## src/ssmt_pkg.sv

```systemverilog
// ----------------------------------------------------------------------------
// ssmt_pkg: shared types for the set membership table
// Request kinds, status codes and the control token passed along the cell row.
// ----------------------------------------------------------------------------
package ssmt_pkg;

  typedef enum logic [1:0] {
    REQ_ADD    = 2'd0,
    REQ_REMOVE = 2'd1,
    REQ_CHECK  = 2'd2
  } req_kind_t;

  typedef enum logic [2:0] {
    ST_ADDED   = 3'd0,
    ST_PRESENT = 3'd1,
    ST_REMOVED = 3'd2,
    ST_ABSENT  = 3'd3,
    ST_MEMBER  = 3'd4,
    ST_FULL    = 3'd5
  } status_t;

  // Control half of the walking token; the value travels alongside.
  typedef struct packed {
    logic       valid;
    logic [1:0] kind;
    logic       found;   // value matched at this cell or upstream
    logic       placed;  // add already wrote the value into a free cell
  } tok_t;

endpackage

```

## src/ssmt_cell.sv

```systemverilog
// ----------------------------------------------------------------------------
// ssmt_cell: one slot of the set
// Holds one entry, compares the passing token against it, takes the neighbor
// entry on a remove shift, or claims the value on an add at the first free slot.
// ----------------------------------------------------------------------------
module ssmt_cell
  import ssmt_pkg::*;
#(
  parameter int ITEM_WIDTH = 32
) (
  input  logic                  clk,
  input  logic                  rst,
  input  tok_t                  tok_in,
  input  logic [ITEM_WIDTH-1:0] val_in,
  input  logic [ITEM_WIDTH-1:0] nxt_entry,
  input  logic                  nxt_occ,
  output tok_t                  tok_out,
  output logic [ITEM_WIDTH-1:0] val_out,
  output logic [ITEM_WIDTH-1:0] entry,
  output logic                  occ
);

  logic hit;
  logic shift;
  logic place;
  tok_t tok_next;

  always_comb begin
    hit   = tok_in.valid && occ && (entry == val_in);
    shift = tok_in.valid && (tok_in.kind == REQ_REMOVE) && (tok_in.found || hit);
    // packed set: first free cell ends the held run, so no match can follow it
    place = tok_in.valid && (tok_in.kind == REQ_ADD) && !occ &&
            !tok_in.found && !tok_in.placed;
    tok_next        = tok_in;
    tok_next.found  = tok_in.found || hit;
    tok_next.placed = tok_in.placed || place;
  end

  always_ff @(posedge clk) begin
    if (rst) begin
      occ     <= 1'b0;
      tok_out <= '0;
    end else begin
      tok_out <= tok_next;
      if (shift) begin
        occ <= nxt_occ;
      end else if (place) begin
        occ <= 1'b1;
      end
    end
  end

  always_ff @(posedge clk) begin
    val_out <= val_in;
    if (shift) begin
      entry <= nxt_entry;
    end else if (place) begin
      entry <= val_in;
    end
  end

endmodule
```

## config.mk

```make
export PLATFORM = sky130hd
export DESIGN_NAME = ssmt_cell
export DESIGN_NICKNAME = d
export VERILOG_FILES = /design/src/ssmt_pkg.sv /design/src/ssmt_cell.sv
export SDC_FILE = /design/constraint.sdc
export NUM_CORES = 1
export LEC_CHECK = 0
export CELL_PAD_IN_SITES_DETAIL_PLACEMENT = 0
export CELL_PAD_IN_SITES_GLOBAL_PLACEMENT = 1
export CORE_AREA = 2 2 105 117
export DETAILED_ROUTE_END_ITERATION = 6
export DIE_AREA = 0 0 107 119
export DONT_BUFFER_PORTS = 1
export GPL_TIMING_DRIVEN = 0
export MAX_ROUTING_LAYER = met4
export PLACE_DENSITY_LB_ADDON = 0.08
export SLEW_MARGIN = 20
export SYNTH_ARGS = -nofsm -noshare
export SYNTH_HDL_FRONTEND = slang
export SYNTH_SLANG_ARGS = --single-unit
```

## constraint.sdc

```tcl
create_clock -name clk -period 2 [get_ports clk]
set_input_delay 0.4 -clock clk [delete_from_list [all_inputs] [get_ports clk]]
set_output_delay 0.4 -clock clk [all_outputs]
set_load 0.01 [all_outputs]
```

---- Yosys cells after proc, flatten, opt, wreduce, memory -nomap -nowiden ----
Index checks and enable logic that the tools add are counted.
W data, S select, Z words.
storage, ports and cells
  bits in registers ....................... 70
  input port bits ......................... 72
operators by class
  equality and inequality tests ........... 2
  multiplexer cells ....................... 4
  reductions and logical operators ........ 15
operators with widths
  cell                  number
  $mux W32              2
  $eq A32 B32 Y1        1
  $logic_and A1 B1 Y1   8
  $logic_not A1 Y1      3
  $eq A2 B1 Y1 const B  1
  $logic_not A2 Y1      1
  $logic_or A1 B1 Y1    2
  $mux W1               2
  $reduce_bool A2 Y1    1

---- Longest topological paths before layout ----
  depth in word-level cells ............... 7
  mapped depth ............................ 7
  mapped depth without buffers ............ 6

---- Least setup slack after synthesis ----
OpenSTA, ideal clock, no wires.
  kind .................................... register -> register
  start ................................... reg entry[0]
  end ..................................... reg entry[0], enable pin
  library setup time ...................... 0.377 ns
  data arrival time ....................... 1.724 ns
  data required time ...................... 1.623 ns
  slack ................................... -0.100 ns
  stages on the path, launching flop included .. 6
  period minus slack after synthesis ...... 2.100 ns
  cell sequence ........................... edfxtp_1 > nor2b_1 > a2111oi_0 > nand3_1 > nor2_1 > a31o_2
on the way
  longest elaborated chain between the ends .. 5
ends and longest elaborated chain
  what                                 line             RTL
  from (decl)                          ssmt_cell.sv:19  output logic [ITEM_WIDTH-1:0] entry,
  from (signal assigned)               ssmt_cell.sv:56  entry <= nxt_entry;
  from (signal assigned)               ssmt_cell.sv:58  entry <= val_in;
  $eq A32 B32 Y1                       ssmt_cell.sv:29  hit = tok_in.valid && occ && (entry == val_in);
  $logic_and A1 B1 Y1                  ssmt_cell.sv:29
  $logic_or A1 B1 Y1                   ssmt_cell.sv:30  shift = tok_in.valid && (tok_in.kind == REQ_REMOVE) && (tok_in.found || hit);
  $logic_and A1 B1 Y1                  ssmt_cell.sv:30
  $reduce_bool A2 Y1 (no source line)  -
No other way between the ends.
A chain may end at the register's enable or synchronous reset.

---- Final worst setup path ----
  start ................................... reg entry[9]
  end ..................................... reg entry[15] (data pin)
on the way
  longest elaborated chain between the ends .. 5
ends and longest elaborated chain
  what                 line             RTL
  $eq A32 B32 Y1       ssmt_cell.sv:29
  $logic_and A1 B1 Y1  ssmt_cell.sv:29
  $logic_or A1 B1 Y1   ssmt_cell.sv:30
  $logic_and A1 B1 Y1  ssmt_cell.sv:30
  $mux W32             ssmt_cell.sv:55  if (shift) begin
No other way between the ends.

==> run summary <==
Initial Utilization -> 24.26%
Final period demand of the worst path -> 2.178 ns
Fin util -> 30.22%
Die Wd -> 107 um
RSZ-0062 raised after global routing -> yes
Post-synthesis sequential area ratio -> 60.56%
Std cell rows -> 42
Fmax -> 0.4592 GHz
Final std cells w/o fill -> 381
Synthesis Warnings -> 0
Final setup TNS -> -8.752 ns
Max-Slew Margin vs Limit -> 56.03%
Post-layout net count -> 293
Gr usage total -> 13.35%
TritonCTS buffer count -> 9
Die Area -> 12730 um^2
Slew Limit Fails -> 0
Worst Path Buf+Inv -> 1
DIE HEIGHT -> 119 um
Vias per Instance -> 4.417
Avg Cell Area, Syn -> 14.21 um^2
Drt pass-1 iters -> 4
IO Port Bufs -> 0
Dominant cell type by area after synthesis -> edfxtp_1
Total grt overflow -> 0
Syn-to-layout area delta -> 24.56%
Number of distinct library cells after synthesis -> 31
CP Launch Type -> register
Fraction of registers with async set/reset -> 0%
Violations in the final reports -> negative setup slack
Final worst clock skew -> 0.006502 ns
Number of flops mapped to enable cells by yosys -> 32
Worst-Margin Slew -> 0.6527 ns
Tcrit/Tclk final -> 108.9%
# setup viols final -> 64
Critical Path RT -> 2.08 ns
Pwr per Cell Area -> 946.4 nW/um^2
Synth Cell Area -> 2843 um^2
Clock Latency Late Sink -> 0.33 ns
Largest net degree at the start of global routing -> 13
Status -> finished, violations left
First-pass GRT wire length -> 11.70 mm
Vias in the first global route -> 1894
Top cell type's share of synthesized area -> 33.80%
Top FF cell, synth -> dfxtp_1
Max FO, Critical Path -> 10
Min-Delay Path Class -> in2reg
Syn nets -> 272
Maximum clock path buffer count -> 2
Critical path's top delay family -> simple AND/OR/NAND/NOR gates
Setup slack after layout -> -0.1777 ns
Mapped Cells -> 200
Slowest stage cell on the critical path -> edfxtp_1
Initial antenna violation count -> 1
WS Path Type -> reg2reg
CTS Sinks -> 70
Placer Congestion -> 0.7260
DRT iter0 DRCs -> 48
Peak VDD IR -> 0.3300 mV
Core area -> 11720 um^2
DPL Wire Length -> 5.733 mm
Vias -> 1683
I/O Pins -> 142
Crit. End Element -> register
H-tree Lvls -> 3
CTS tree -> yes
Final WL -> 8.047 mm
Worst EP arrival -> 2.26 ns
DRC errors left -> 0
Pre-CTS WS -> -0.5318 ns
Max-Cap Viols -> 0
Yosys reg bits -> 70
Leakage power -> 0.001404 uW
Antenna Violating Nets Remaining -> 0
Layout cell share with drive strength beyond 1 -> 31.42%
Number of fill cells in the layout -> 1179
Synth area leaders -> edfxtp_1, dfxtp_1, mux2_4
Worst path max stage delay -> 0.47 ns
Clock slew at reported path FFs -> 0.06 ns
# hold bufs at CTS -> 0
WL/cell -> 21.12 um
Number of failing hold endpoints at the final stage -> 0
Root buffer cell -> clkbuf_16
Worst path cell trace -> nor2b_2 -> a2111oi_4 -> nand4_1 -> nor2_2 -> a21boi_4 -> buf_8 -> mux2_4
Inst Count DP -> 354
layout by cell type, fill, tap and decap left out, drive strengths merged:
master	count
and3b	1
a221oi	2
clkinv	1
o21a	1
dfxtp	38
o22ai	6
a22oi	1
and2b	2
o21ai	1
nor2b	14
xnor2	11
a2111oi	2
buf	11
nand3b	1
a31o	2
nand2	2
xor2	5
a21boi	1
edfxtp	32
clkbuf	16
inv	16
and4	1
nor3	6
nand3	2
diode	1
nor2	7
nor4	5
nand4	5
mux2	32
a21oi	2
power breakdown:
| part | total [uW] | internal [uW] | leakage, uW | switching (uW) |
|---|---|---|---|---|
| Combinational | 207 | 124 | 0.000652 | 82.8 |
| Clock | 1520 | 941 | 0.000140 | 577 |
| Sequential | 1630 | 1570 | 0.000612 | 61.5 |
layer usage:
metal | GRT usage, % | part of all wire [%]
met5 | - | 0
met1 | 14.20 | 38
met4 | 4.870 | 1.3
met3 | 6.349 | 10
met2 | 21.62 | 51
metrics by stage:
| stage | power [uW] | hold WS, ns | instance area [um^2] |
|---|---|---|---|
| after floorplan | 1791 | 0.4277 | 2851 |
| after global placement | 1836 | 0.4279 | 3044 |
| after detailed placement | 1838 | 0.4278 | 3044 |
| after CTS | 3394 | 0.07291 | 3482 |
| after global routing | 3502 | 0.06780 | 3541 |
| final | 3351 | 0.08775 | 3541 |
final timing paths:
| path | slack (ns) | startpoint | endpoint | cells past startpoint |
|---|---|---|---|---|
| worst max-delay path | -0.18 | entry[9] | entry[15] | 7 |
| worst max register to register | -0.18 | entry[9] | entry[15] | 7 |
| worst min-delay path | 0.09 | val_in[0] | val_out[0] | 0 |
| worst min register to register | 0.67 | occ | occ | 3 |
cells in the mapped netlist (3+ instances only):
master	count
buf_6	3
dfxtp_1	38
nor4_1	5
nand4_1	5
xnor2_1	11
mux2_4	29
nor2_1	6
mux2_2	3
o22ai_1	6
edfxtp_1	32
inv_1	16
nor2b_1	14
xor2_1	5
nor3_1	6
final cells by class:
type | instances | area [um^2] | share of cell area [%]
clock buffer | 15 | 277.8 | 7.845
tap | 154 | 192.7 | 5.442
multi-input combinational | 112 | 1105 | 31.20
antenna | 1 | 2.502 | 0.07067
clock inverter | 1 | 5.005 | 0.1413
sequential | 70 | 1722 | 48.62
buffer | 3 | 50.05 | 1.413
timing repair buffer | 9 | 126.4 | 3.569
inverter | 16 | 60.06 | 1.696
cells by family (layout without fill, tap and decap cells):
kind of cell           Yosys count  after routing  synth area share (%)
XOR/XNOR                        16             16                 4.929
AO/OA/AOI/OAI                   17             18                 5.238
other                            0              1                     0
flip-flops                      70             70                 60.56
multiplexers                    32             32                 16.51
buffers and inverters           19             44                 3.301
AND/OR/NAND/NOR                 46             46                 9.463
state kept, by name (all words and copies together) (netlist names):
register,cells
entry,32
occ,1
tok_out,5
val_out,32
repair_timing:
action,CTS,global route
cloned,1,1
setup buffers,8,0
pin swaps,9,2
setup endpoints to repair,65,65
gates resized for setup,13,5
Note: power is estimated with default switching activity, not from simulation.
